==> src/design/gmcp_pkg.sv <==
// Shared constants, state and interface types of the grid minimum-cost path search.
package gmcp_pkg;

  // Default grid side length.
  localparam int DEF_GRID_SIDE = 5;

  // Fixed field widths.
  localparam int COST_W = 8;
  localparam int SUM_W  = 16;
  localparam int MAP_W  = 25;

  // Move codes, tried in this order; DIR_END means every move was tried.
  localparam int DIR_W = 3;
  localparam logic [DIR_W-1:0] DIR_DOWN  = 3'd0;
  localparam logic [DIR_W-1:0] DIR_UP    = 3'd1;
  localparam logic [DIR_W-1:0] DIR_RIGHT = 3'd2;
  localparam logic [DIR_W-1:0] DIR_LEFT  = 3'd3;
  localparam logic [DIR_W-1:0] DIR_END   = 3'd4;

  // Controller states.
  typedef enum logic [2:0] {
    ST_LOAD,
    ST_INIT_RD,
    ST_INIT,
    ST_CHECK,
    ST_FETCH,
    ST_BACK,
    ST_POP,
    ST_DONE
  } state_e;

  // Commands from the controller to the datapath.
  typedef struct packed {
    logic load_wr;
    logic init_rd;
    logic init_set;
    logic dir_next;
    logic nb_rd;
    logic push;
    logic stk_rd;
    logic pop;
    logic record;
    logic emit;
  } cmd_t;

  // Status from the datapath to the controller.
  typedef struct packed {
    logic last_load;
    logic at_target;
    logic dir_end;
    logic nb_open;
    logic nb_zero;
    logic stk_empty;
    logic out_full;
  } sts_t;

endpackage

==> src/design/gmcp_ctrl.sv <==
// Controller state machine that sequences loading, backtracking search and result hand-off.
module gmcp_ctrl (
  input  logic           clk_i,
  input  logic           rst_ni,
  input  logic           in_valid_i,
  output logic           in_ready_o,
  input  gmcp_pkg::sts_t sts_i,
  output gmcp_pkg::cmd_t cmd_o
);
  import gmcp_pkg::*;

  state_e state_q, state_d;

  // State register.
  always_ff @(posedge clk_i or negedge rst_ni) begin
    if (!rst_ni) begin
      state_q <= ST_LOAD;
    end else begin
      state_q <= state_d;
    end
  end

  // Next state and commands.
  always_comb begin
    state_d    = state_q;
    cmd_o      = '0;
    in_ready_o = 1'b0;
    case (state_q)
      ST_LOAD: begin
        in_ready_o = 1'b1;
        if (in_valid_i) begin
          cmd_o.load_wr = 1'b1;
          if (sts_i.last_load) state_d = ST_INIT_RD;
        end
      end
      ST_INIT_RD: begin
        cmd_o.init_rd = 1'b1;
        state_d       = ST_INIT;
      end
      ST_INIT: begin
        cmd_o.init_set = 1'b1;
        state_d        = ST_CHECK;
      end
      ST_CHECK: begin
        if (sts_i.at_target) begin
          cmd_o.record = 1'b1;
          state_d      = ST_BACK;
        end else if (sts_i.dir_end) begin
          state_d = ST_BACK;
        end else if (sts_i.nb_open) begin
          cmd_o.nb_rd = 1'b1;
          state_d     = ST_FETCH;
        end else begin
          cmd_o.dir_next = 1'b1;
        end
      end
      ST_FETCH: begin
        // A wall is skipped; an open cell extends the walk.
        if (sts_i.nb_zero) begin
          cmd_o.dir_next = 1'b1;
        end else begin
          cmd_o.push = 1'b1;
        end
        state_d = ST_CHECK;
      end
      ST_BACK: begin
        if (sts_i.stk_empty) begin
          state_d = ST_DONE;
        end else begin
          cmd_o.stk_rd = 1'b1;
          state_d      = ST_POP;
        end
      end
      ST_POP: begin
        cmd_o.pop = 1'b1;
        state_d   = ST_CHECK;
      end
      ST_DONE: begin
        if (!sts_i.out_full) begin
          cmd_o.emit = 1'b1;
          state_d    = ST_LOAD;
        end
      end
      default: begin
        state_d = ST_LOAD;
      end
    endcase
  end

endmodule

==> src/design/gmcp_dp.sv <==
// Datapath: cell cost memory, walk stack memory, walk registers and the result register.
module gmcp_dp #(
  parameter int GRID_SIDE = gmcp_pkg::DEF_GRID_SIDE
) (
  input  logic                        clk_i,
  input  logic                        rst_ni,
  input  gmcp_pkg::cmd_t              cmd_i,
  output gmcp_pkg::sts_t              sts_o,
  input  logic [gmcp_pkg::COST_W-1:0] cell_cost_i,
  output logic                        out_valid_o,
  input  logic                        out_ready_i,
  output logic [gmcp_pkg::SUM_W-1:0]  min_cost_o,
  output logic [gmcp_pkg::MAP_W-1:0]  path_map_o,
  output logic                        found_o
);
  import gmcp_pkg::*;

  localparam int CELLS = GRID_SIDE * GRID_SIDE;
  localparam int RC_W  = $clog2(GRID_SIDE);
  localparam int IDX_W = $clog2(CELLS);
  localparam int STK_W = 2 * RC_W + DIR_W + COST_W;
  localparam logic [RC_W-1:0]  RC_LAST  = RC_W'(GRID_SIDE - 1);
  localparam logic [IDX_W-1:0] IDX_LAST = IDX_W'(CELLS - 1);

  // Memories.
  logic [COST_W-1:0] cell_mem [CELLS];
  logic [STK_W-1:0]  stk_mem  [CELLS];
  logic [COST_W-1:0] cell_rd_q;
  logic [STK_W-1:0]  stk_rd_q;

  // Walk and result registers.
  logic [IDX_W-1:0] load_cnt_q;
  logic [RC_W-1:0]  row_q, col_q;
  logic [DIR_W-1:0] dir_q;
  logic [IDX_W-1:0] depth_q;
  logic [CELLS-1:0] visited_q;
  logic [CELLS-1:0] best_map_q;
  logic [SUM_W-1:0] best_cost_q;
  logic [SUM_W-1:0] run_cost_q;
  logic             found_q;
  logic             out_valid_q;
  logic [SUM_W-1:0] min_cost_q;
  logic [MAP_W-1:0] path_map_q;
  logic             out_found_q;

  // Neighbor selection.
  logic [RC_W-1:0]  nb_row, nb_col;
  logic             nb_inb;
  logic [IDX_W-1:0] nb_idx, cur_idx, cell_raddr;
  logic [RC_W-1:0]  pop_row, pop_col;
  logic [DIR_W-1:0] pop_dir;
  logic [COST_W-1:0] pop_cost;
  logic [CELLS+MAP_W-1:0] map_ext;

  always_comb begin
    nb_row = row_q;
    nb_col = col_q;
    nb_inb = 1'b0;
    case (dir_q)
      DIR_DOWN: begin
        nb_row = row_q + 1'b1;
        nb_inb = (row_q != RC_LAST);
      end
      DIR_UP: begin
        nb_row = row_q - 1'b1;
        nb_inb = (row_q != '0);
      end
      DIR_RIGHT: begin
        nb_col = col_q + 1'b1;
        nb_inb = (col_q != RC_LAST);
      end
      DIR_LEFT: begin
        nb_col = col_q - 1'b1;
        nb_inb = (col_q != '0);
      end
      default: begin
        nb_inb = 1'b0;
      end
    endcase
  end

  assign nb_idx  = IDX_W'(IDX_W'(nb_row) * IDX_W'(GRID_SIDE)) + IDX_W'(nb_col);
  assign cur_idx = IDX_W'(IDX_W'(row_q) * IDX_W'(GRID_SIDE)) + IDX_W'(col_q);
  assign cell_raddr = cmd_i.init_rd ? '0 : nb_idx;
  assign {pop_row, pop_col, pop_dir, pop_cost} = stk_rd_q;

  // Status toward the controller.
  always_comb begin
    sts_o           = '0;
    sts_o.last_load = (load_cnt_q == IDX_LAST);
    sts_o.at_target = (row_q == RC_LAST) && (col_q == RC_LAST);
    sts_o.dir_end   = (dir_q == DIR_END);
    sts_o.nb_open   = nb_inb && !visited_q[nb_idx];
    sts_o.nb_zero   = (cell_rd_q == '0);
    sts_o.stk_empty = (depth_q == '0);
    sts_o.out_full  = out_valid_q && !out_ready_i;
  end

  // Cell cost memory: written while loading, one registered read port.
  always_ff @(posedge clk_i) begin
    if (cmd_i.load_wr) cell_mem[load_cnt_q] <= cell_cost_i;
    if (cmd_i.init_rd || cmd_i.nb_rd) cell_rd_q <= cell_mem[cell_raddr];
  end

  // Walk stack: parent position, move to resume at, and cost of the entered cell.
  always_ff @(posedge clk_i) begin
    if (cmd_i.push) stk_mem[depth_q] <= {row_q, col_q, dir_q + 1'b1, cell_rd_q};
    if (cmd_i.stk_rd) stk_rd_q <= stk_mem[depth_q - 1'b1];
  end

  // Load counter.
  always_ff @(posedge clk_i or negedge rst_ni) begin
    if (!rst_ni) begin
      load_cnt_q <= '0;
    end else if (cmd_i.load_wr) begin
      load_cnt_q <= sts_o.last_load ? '0 : load_cnt_q + 1'b1;
    end
  end

  // Walk state: start, extend, skip a move, step back, record a finished path and clear on result hand-off.
  always_ff @(posedge clk_i or negedge rst_ni) begin
    if (!rst_ni) begin
      row_q       <= '0;
      col_q       <= '0;
      dir_q       <= DIR_DOWN;
      depth_q     <= '0;
      visited_q   <= '0;
      best_map_q  <= '0;
      best_cost_q <= '1;
      run_cost_q  <= '0;
      found_q     <= 1'b0;
    end else begin
      if (cmd_i.init_set) begin
        row_q       <= '0;
        col_q       <= '0;
        dir_q       <= DIR_DOWN;
        depth_q     <= '0;
        visited_q   <= CELLS'(1);
        best_map_q  <= '0;
        best_cost_q <= '1;
        run_cost_q  <= SUM_W'(cell_rd_q);
        found_q     <= 1'b0;
      end
      if (cmd_i.dir_next) dir_q <= dir_q + 1'b1;
      if (cmd_i.push) begin
        row_q             <= nb_row;
        col_q             <= nb_col;
        dir_q             <= DIR_DOWN;
        depth_q           <= depth_q + 1'b1;
        visited_q[nb_idx] <= 1'b1;
        run_cost_q        <= run_cost_q + SUM_W'(cell_rd_q);
      end
      if (cmd_i.pop) begin
        row_q              <= pop_row;
        col_q              <= pop_col;
        dir_q              <= pop_dir;
        depth_q            <= depth_q - 1'b1;
        visited_q[cur_idx] <= 1'b0;
        run_cost_q         <= run_cost_q - SUM_W'(pop_cost);
      end
      if (cmd_i.record) begin
        found_q <= 1'b1;
        if (run_cost_q < best_cost_q) begin
          best_cost_q <= run_cost_q;
          best_map_q  <= visited_q;
        end
      end
      if (cmd_i.emit) begin
        visited_q   <= '0;
        best_map_q  <= '0;
        best_cost_q <= '1;
        run_cost_q  <= '0;
        found_q     <= 1'b0;
      end
    end
  end

  assign map_ext = {{MAP_W{1'b0}}, best_map_q};

  // Result register; it frees as soon as the receiver takes the transaction.
  always_ff @(posedge clk_i or negedge rst_ni) begin
    if (!rst_ni) begin
      out_valid_q <= 1'b0;
    end else if (cmd_i.emit) begin
      out_valid_q <= 1'b1;
    end else if (out_ready_i) begin
      out_valid_q <= 1'b0;
    end
  end

  always_ff @(posedge clk_i) begin
    if (cmd_i.emit) begin
      min_cost_q  <= found_q ? best_cost_q : '0;
      path_map_q  <= found_q ? map_ext[MAP_W-1:0] : '0;
      out_found_q <= found_q;
    end
  end

  assign out_valid_o = out_valid_q;
  assign min_cost_o  = min_cost_q;
  assign path_map_o  = path_map_q;
  assign found_o     = out_found_q;

endmodule

==> src/design/grid_min_cost_path_search.sv <==
// Top level of the grid minimum-cost path search: controller, datapath and stream ports.
//
// Usage: the slave stream carries one cell cost per transaction in row-major order,
// GRID_SIDE * GRID_SIDE transactions per grid; a cost of zero is a wall. After the
// last cell the block drops s_axis_tready and searches every simple path from the
// top-left to the bottom-right cell by backtracking (moves down, up, right, left).
// The master stream then carries one transaction: min_cost and path_map in tdata,
// found in tuser; with no path all three are zero.
// Throughput: one cell per cycle while loading. The search runs on a single
// sequencer with one read port on the cell memory and one on the walk stack:
// each move test is an ST_CHECK state, each read of a wall an ST_FETCH state, and each
// entered cell takes its read, the check that ends its moves and the step back (ST_BACK, ST_POP).
// Loading of the next grid starts the cycle after the result is placed.
// Stall: the result register holds the transaction until m_axis_tready; loading
// goes on meanwhile, and the next result waits until the register is free.
// Reset: asynchronous, active low; the block comes out ready to load a new grid.
module grid_min_cost_path_search #(
  parameter int GRID_SIDE = gmcp_pkg::DEF_GRID_SIDE
) (
  input  logic        clk_i,
  input  logic        rst_ni,
  input  logic        s_axis_tvalid,
  output logic        s_axis_tready,
  input  logic [7:0]  s_axis_tdata,   // [7:0] cell_cost
  output logic        m_axis_tvalid,
  input  logic        m_axis_tready,
  output logic [47:0] m_axis_tdata,   // [15:0] min_cost, [40:16] path_map, [47:41] zero
  output logic        m_axis_tuser    // [0] found
);
  import gmcp_pkg::*;

  cmd_t             cmd;
  sts_t             sts;
  logic [SUM_W-1:0] min_cost;
  logic [MAP_W-1:0] path_map;
  logic             found;

  gmcp_ctrl u_ctrl (
    .clk_i      (clk_i),
    .rst_ni     (rst_ni),
    .in_valid_i (s_axis_tvalid),
    .in_ready_o (s_axis_tready),
    .sts_i      (sts),
    .cmd_o      (cmd)
  );

  gmcp_dp #(
    .GRID_SIDE (GRID_SIDE)
  ) u_dp (
    .clk_i       (clk_i),
    .rst_ni      (rst_ni),
    .cmd_i       (cmd),
    .sts_o       (sts),
    .cell_cost_i (s_axis_tdata),
    .out_valid_o (m_axis_tvalid),
    .out_ready_i (m_axis_tready),
    .min_cost_o  (min_cost),
    .path_map_o  (path_map),
    .found_o     (found)
  );

  // Pack the result fields.
  assign m_axis_tdata = {7'b0, path_map, min_cost};
  assign m_axis_tuser = found;

  // A result without a path carries all zeros.
  a_nopath_zero: assert property (@(posedge clk_i) disable iff (!rst_ni)
    m_axis_tvalid && !m_axis_tuser |-> m_axis_tdata == '0)
    else $error("result without a path carries nonzero data");

  // A found path always contains the start cell and a nonzero minimum cost.
  a_path_sane: assert property (@(posedge clk_i) disable iff (!rst_ni)
    m_axis_tvalid && m_axis_tuser |-> m_axis_tdata[16] && (m_axis_tdata[15:0] != '0))
    else $error("found path misses start cell or has zero cost");

  // A new result only appears at the end of a search, never while loading.
  a_result_after_search: assert property (@(posedge clk_i) disable iff (!rst_ni)
    $rose(m_axis_tvalid) |-> $past(!s_axis_tready))
    else $error("result raised while the block was loading");

endmodule
==> config.mk <==
export PLATFORM = sky130hd
export DESIGN_NAME = grid_min_cost_path_search
export DESIGN_NICKNAME = d
export VERILOG_FILES = /design/src/design/gmcp_pkg.sv /design/src/design/gmcp_ctrl.sv /design/src/design/gmcp_dp.sv /design/src/design/grid_min_cost_path_search.sv
export SDC_FILE = /design/constraint.sdc
export NUM_CORES = 1
export LEC_CHECK = 0
export BUFFER_PORTS_ARGS = -buffer_cell sky130_fd_sc_hd__buf_2
export CORE_MARGIN = 2
export CORE_UTILIZATION = 63
export DETAILED_ROUTE_END_ITERATION = 16
export MAX_ROUTING_LAYER = met4
export PLACE_DENSITY = 0.8
export SLEW_MARGIN = 40
export SYNTH_ARGS = -nofsm -noshare
export SYNTH_HDL_FRONTEND = slang
export SYNTH_SLANG_ARGS = --single-unit
==> constraint.sdc <==
create_clock -name clk_i -period 6.6 [get_ports clk_i]
set_clock_uncertainty 0.2 [all_clocks]
set_input_delay 1.32 -clock clk_i [delete_from_list [all_inputs] [get_ports clk_i]]
set_output_delay 1.32 -clock clk_i [all_outputs]
set_load 0.005 [all_outputs]
==> impl_metrics.json, run 1 <==
{
  "via_per_inst": 6.77,
  "die_w_um": 237,
  "placed_cells": 2836,
  "cts-resized-gates": 0,
  "postCtsSetupBuffers": 0,
  "final_cell_mix": "692 x edfxtp_1, 161 x nand2_1, 125 x mux4_2",
  "crit_chain": "inv_1, ha_1, nand2_1, xnor2_1, ha_1, or4b_4, a21o_1, and2_2, inv_1, ha_1, ha_1, ha_1, a21oi_1, a21oi_1, o211ai_2, nand2_1, nor2_2, o311ai_0, o21a_1",
  "slew_violations": 0,
  "finalHoldViolations": 0,
  "synth_ff_type": "edfxtp_1",
  "tns_ns": 0,
  "relSlewSlack": 0.403,
  "slowest_stage": "nor2_2",
  "regArea_sq_um": 23500,
  "drc": 0,
  "setup_ws_ns": 1.10,
  "setup_viol": 0,
  "n_fill_cell": 3203,
  "totalWireLength_mm": 81.6,
  "cts_buffers": 78,
  "first_pass_iters": 6,
  "grt_overflow": 0,
  "start_kind": "flop",
  "period_needed_ns": 5.50,
  "die_area_sq_um": 56100,
  "cp_common_cell": "ha_1",
  "worstSetupPathType": "flop to flop",
  "grt_pass1_wl_mm": 124,
  "grt_pass1_vias": 20240,
  "max_freq_mhz": 182,
  "final_common_cell": "edfxtp_1",
  "cts_root_buf": "clkbuf_16",
  "synth_area_sq_um": 34200,
  "clock-sinks": 798,
  "rsz0062_at_grt": "false",
  "path_clk_slew_ns": 0.06,
  "cap_violations": 0,
  "place_ws_ns": 0.959,
  "first_iter_violations": 2771,
  "hpwl_mm": 47.5,
  "nets": 2300,
  "yosys_warnings": 0,
  "syn-instance-count": 2145,
  "num_rows": 85,
  "dr_total_vias": 20180,
  "areaGrowthSynthToFinish_pct": 11.6,
  "final_layout_size_suffix_gt1_frac": 0.228,
  "antenna_left": 0,
  "synth-seq-cells": 798,
  "grt_usage": 0.307,
  "io_pins": 63,
  "cts_tree": "yes",
  "worst_pin_slew_ns": 0.887,
  "cts_hold_buf": 0,
  "cp.required_ns": 6.78,
  "multi_input_area_sq_um": 10200,
  "crit_path_end_kind": "flop",
  "clk_latency_ns": 0.63,
  "htree_levels": 3,
  "synth_async_sr_flop_share": 0.133,
  "syn_avg_cell_area_sq_um": 15.9,
  "start_util": 0.636,
  "critPathMaxFanout": 16,
  "clk_path_buf_depth": 3,
  "final_area_sq_um": 38100,
  "wl_per_cell_um": 27.4,
  "post-route-period-util": 0.833,
  "status": "finished, final reports clean",
  "die_h_um": 237,
  "synth_seq_area_share": 0.686,
  "arrival_ns": 5.68,
  "synth_edf_count": 692,
  "max_stage_delay_ns": 0.58,
  "portBuffers": 55,
  "yosysUniqueCellTypes": 72,
  "core-area_sq_um": 53700,
  "antenna_found_initial": 0,
  "final_cells": 2981,
  "placed_area_sq_um": 35400,
  "grt_max_degree": 83,
  "min_path_type": "flop to flop",
  "gp_congestion": 0.902
}
critical path: cells and delay by family, from the launching register on:
| family | cells | cell delay (ns) |
|---|---|---|
| simple gates | 5 | 1.64 |
| compound gates | 6 | 1.45 |
| fa+ha+maj | 5 | 1.23 |
| flops | 1 | 0.41 |
| buf+inv | 2 | 0.18 |
| xor+xnor | 1 | 0.13 |
Yosys cell counts (3+ instances only):
library cell	instances	area, sq um
mux4_2	125	2820
o22ai_1	4	25.0
o221ai_1	13	114
buf_4	8	60.1
fa_1	5	100
nor2_1	93	349
xnor2_1	20	175
inv_1	46	173
nor4_1	7	43.8
dfrtp_1	90	2250
nor3_1	27	135
a221o_1	12	120
nand2_1	163	612
a31oi_1	11	68.8
xor2_1	9	78.8
a22oi_1	28	210
and3_1	30	188
nand2b_1	7	43.8
buf_2	12	60.1
o311ai_0	10	87.6
dfstp_2	16	420
clkbuf_1	89	334
nor3b_1	3	22.5
nand4_1	8	50.1
o21bai_1	4	30.0
buf_1	19	71.3
a211oi_1	29	218
a221oi_1	25	219
a21oi_1	70	350
nand3b_1	5	37.5
mux2i_1	38	380
a21o_1	13	97.6
mux2_2	87	980
nand3_1	58	290
edfxtp_1	692	20800
or2_2	3	18.8
o31ai_1	11	82.6
a211o_1	4	35.0
o21a_1	11	82.6
and2_1	50	313
o21ai_0	86	430
nor2b_1	6	37.5
ha_1	62	776
routing by layer:
layer | track usage | vias to the layer above | part of all wire
li1 | - | 8537 | -
met1 | 0.423 | 10204 | 0.39
met2 | 0.471 | 1201 | 0.48
met3 | 0.0544 | 238 | 0.093
met4 | 0.102 | 0 | 0.037
met5 | - | - | 0
sequential cells by signal, indices dropped and copies added (netlist names), 3 cells and up:
name and cells:
u_dp.visited_q 25, u_dp.dir_q 3, u_dp.cell_rd_q 8, u_ctrl.state_q 3, u_dp.min_cost_o 16, u_dp.row_q 3, u_dp.col_q 3, u_dp.cell_mem 200
u_dp.best_map_q 25, u_dp.path_map_o 25, u_dp.load_cnt_q 5, u_dp.stk_mem 425, u_dp.stk_rd_q 17, u_dp.run_cost_q 16, u_dp.depth_q 5, u_dp.best_cost_q 16
kinds of logic after synthesis:
| kind of cell | Yosys count | synth area share |
|---|---|---|
| buffers and inverters | 176 | 0.0207 |
| XOR/XNOR | 29 | 0.00743 |
| flip-flops | 798 | 0.686 |
| AND/OR/NAND/NOR | 474 | 0.0665 |
| AO/OA/AOI/OAI | 350 | 0.0709 |
| other | 1 | 0.000110 |
| multiplexers | 250 | 0.122 |
| adder cells (fa/ha/maj) | 67 | 0.0256 |
metrics by stage:
step | util | hold slack [ns]
finish | 0.710 | 0.255
global route | 0.710 | 0.305
CTS | 0.709 | 0.256
detailed placement | 0.660 | 0.241
global placement | 0.658 | 0.232
floorplan | - | 0.215
path summary, 6_finish.rpt:
path | startpoint | endpoint | slack, ns | cells past startpoint
min reg2reg | u_dp.stk_rd_q[12] | u_dp.col_q[1] | 0.26 | 2
min in group asynchronous | rst_ni | u_dp.run_cost_q[8] | 0.51 | 1
max reg2reg | u_dp.dir_q[1] | u_dp.cell_rd_q[3] | 1.10 | 19
min | u_dp.stk_rd_q[12] | u_dp.col_q[1] | 0.26 | 2
max in group asynchronous | rst_ni | u_dp.found_q | 4.68 | 2
max | u_dp.dir_q[1] | u_dp.cell_rd_q[3] | 1.10 | 19
final cells by class:
cell class,instances,share of cell area
Clock inverter,46,0.0137
Timing Repair Buffer,118,0.0207
Inverter,48,0.00473
Clock buffer,97,0.0552
Multi-Input combinational cell,1177,0.267
Sequential cell,798,0.615
Antenna cell,1,0.0000656
Tap cell,696,0.0228
Power of run 1 is not shown: default switching activity piles up to over one toggle a cycle in this logic, so the estimate is an artifact.
==> inputs of run 2 (changes only) <==
--- a/config.mk
+++ b/config.mk
@@ -5,12 +5,13 @@
 export SDC_FILE = /design/constraint.sdc
 export NUM_CORES = 1
 export LEC_CHECK = 0
+export ABC_AREA = 1
 export BUFFER_PORTS_ARGS = -buffer_cell sky130_fd_sc_hd__buf_2
 export CORE_MARGIN = 2
-export CORE_UTILIZATION = 63
+export CORE_UTILIZATION = 57
 export DETAILED_ROUTE_END_ITERATION = 16
 export MAX_ROUTING_LAYER = met4
-export PLACE_DENSITY = 0.8
+export PLACE_DENSITY = 0.76
 export SLEW_MARGIN = 40
 export SYNTH_ARGS = -nofsm -noshare
 export SYNTH_HDL_FRONTEND = slang
==> constraint.sdc (replaced) <==
create_clock -name clk_i -period 4.7 [get_ports clk_i]
set_clock_uncertainty 0.2 [all_clocks]
set_input_delay 0.94 -clock clk_i [delete_from_list [all_inputs] [get_ports clk_i]]
set_output_delay 0.94 -clock clk_i [all_outputs]
set_load 0.005 [all_outputs]
==> run 2 against run 1 <==
Cell count is 32% higher. Sequential share of layout area is 1.0 points lower. Synthesized cell count is 42% higher. Largest cell class unchanged. First-iteration DRC count is 16% higher. Sequential cell count stayed put. Critical endpoint unchanged. Highest routed layer unchanged. Register-to-register slack worse by 0.81 ns. Area after synthesis is 1.7% higher. Critical path depth is 3 higher. Hold slack worse by 0.18 ns. Setup slack worse by 0.81 ns. Global-route usage is 2.3 points lower.
==> impl_metrics.json, run 2 <==
{
  "syn_avg_cell_area_sq_um": 11.4,
  "num_rows": 90,
  "gp_congestion": 0.968,
  "synth_ff_type": "edfxtp_1",
  "grt_max_degree": 119,
  "yosysUniqueCellTypes": 50,
  "first_iter_violations": 3205,
  "io_pins": 63,
  "utilization": 0.643,
  "cp_top_family": "adder cells",
  "antenna_left": 0,
  "grt_usage": 0.284,
  "placed_area_sq_um": 36000,
  "grt_pass1_vias": 23598,
  "die_w_um": 251,
  "crit_path_end_kind": "flop",
  "clock-sinks": 798,
  "n_fill_cell": 4327,
  "dr_total_vias": 24152,
  "portBuffers": 55,
  "cts_buffers": 79,
  "synth_top_area_share": 0.598,
  "areaGrowthSynthToFinish_pct": 11.6,
  "hpwl_mm": 52.2,
  "via_per_inst": 6.13,
  "setup_viol": 0,
  "crit_chain": "inv_1, ha_1, nand2_2, xor2_1, inv_1, ha_1, inv_1, nand2_1, nand2_1, nand3_1, nand2_1, inv_1, ha_1, ha_1, fa_1, xnor2_2, buf_4, nor2_2, inv_1, nand3_1, nand3_1, o21a_1",
  "start_util": 0.576,
  "syn-instance-count": 3046,
  "htree_levels": 3,
  "post-route-period-util": 0.938,
  "cts_hold_buf": 0,
  "start_kind": "flop",
  "largest-register": "u_dp.stk_mem",
  "cts_root_buf": "clkbuf_16",
  "finalHoldViolations": 0,
  "cts-resized-gates": 0,
  "regToRegEndpoint": "u_dp.cell_rd_q[3]",
  "synth_seq_area_share": 0.675,
  "tns_ns": 0,
  "largestRegisters": "u_dp.stk_mem x425, u_dp.cell_mem x200",
  "yosys_warnings": 0,
  "synth_async_sr_flop_share": 0.133,
  "max_freq_mhz": 227,
  "synth_top_cell_by_area": "edfxtp_1",
  "ys_top_cells_by_area": "edfxtp_1 60%, dfrtp_1 6.5%, nor2_1 6.3%",
  "arrival_ns": 4.72,
  "worst_pin_slew_ns": 0.826,
  "final_cell_mix": "692 x edfxtp_1, 579 x nor2_1, 380 x nand2_1",
  "synth.most_common_cell": "edfxtp_1",
  "path_clk_slew_ns": 0.06,
  "diodes": 0,
  "min_path_type": "input pin to async pin",
  "slew_violations": 0,
  "die_area_sq_um": 62900,
  "final_layout_size_suffix_gt1_frac": 0.100,
  "cp.required_ns": 5.01,
  "final_area_sq_um": 38800,
  "core-area_sq_um": 60200,
  "path_buf_inv": 6,
  "clk_path_buf_depth": 3,
  "clk_latency_ns": 0.64,
  "wl_per_cell_um": 22.0,
  "largest_register_ffs": 425,
  "grt_overflow": 0,
  "status": "finished, final reports clean",
  "drc": 0,
  "cap_violations": 0,
  "worstSetupPathType": "flop to flop",
  "synth-seq-cells": 798,
  "rsz0062_at_grt": "false",
  "rr_worst_depth": 22,
  "synth_edf_count": 692,
  "critPathMaxFanout": 16,
  "crit_cells": 22,
  "postCtsSetupBuffers": 0,
  "synth_area_sq_um": 34700,
  "grt_pass1_wl_mm": 134,
  "cts_tree": "yes",
  "antenna_found_initial": 1,
  "startpoint": "u_dp.dir_q[1]",
  "synth_common_cells": "692 x edfxtp_1, 581 x nor2_1, 382 x nand2_1, 329 x o21ai_0, 176 x inv_1",
  "r2r_start": "u_dp.dir_q[1]",
  "first_pass_iters": 6,
  "whs_ns": 0.0729,
  "final_common_cell": "edfxtp_1",
  "cp_common_cell": "inv_1",
  "max_stage_delay_ns": 0.41,
  "setup.worst_path.end": "u_dp.cell_rd_q[3]",
  "relSlewSlack": 0.449,
  "period_needed_ns": 4.41,
  "reg2reg_slack_ns": 0.29,
  "die_h_um": 251,
  "nets": 3174,
  "slowest_stage": "fa_1",
  "totalWireLength_mm": 86.6
}
[run 2: worst min path at each step]
| stage | startpoint | slack [ns] | cells after the start | end |
|---|---|---|---|---|
| after CTS | rst_ni | 0.22 | 1 | u_dp.best_map_q[17] |
| after global routing | rst_ni | 0.14 | 1 | u_dp.best_map_q[17] |
| final | rst_ni | 0.07 | 1 | u_dp.best_map_q[17] |
| after floorplan | u_dp.found_q | 0.22 | 0 | u_dp.found_o |
| after detailed placement | u_dp.stk_rd_q[10] | 0.27 | 2 | u_dp.dir_q[2] |
| after global placement | u_dp.stk_rd_q[10] | 0.27 | 2 | u_dp.dir_q[2] |
[run 2: final cells by class]
| cell class | count | area, sq um | area share |
|---|---|---|---|
| inverter | 191 | 726 | 0.0187 |
| timing repair buffer | 130 | 960 | 0.0248 |
| clock buffer | 93 | 2070 | 0.0534 |
| sequential | 798 | 23500 | 0.605 |
| multi-input combinational | 1895 | 9910 | 0.256 |
| clock inverter | 54 | 664 | 0.0171 |
| tap | 782 | 978 | 0.0252 |
[run 2: cell families after synthesis]
family,synth area share
AOI/OAI and AO/OA,0.112
xor gates and xnor gates,0.00548
adders and majority gates,0.0252
buffers and inverters,0.0418
DFF,0.675
muxes,0.0110
other,0.000108
and+or+nand+nor,0.129
[run 2: layer usage]
metal / routed length (um) / vias up / part of all wire / GRT usage
li1: - / 10908 / - / -
met1: 34900 / 11776 / 0.40 / 0.384
met2: 40600 / 1280 / 0.47 / 0.439
met3: 8360 / 188 / 0.097 / 0.0497
met4: 2660 / 0 / 0.031 / 0.0997
met5: 0 / - / 0 / -
[run 2: through the flow]
step / std cells / worst slack, ns
2_1_floorplan: 3052 / 0.112
3_3_place_gp: 3795 / 0.384
3_5_place_dp: 3796 / 0.303
4_1_cts: 3943 / 0.277
5_1_grt: 3943 / 0.00684
6_report: 3943 / 0.291
Power of run 2 is left out for the same reason.
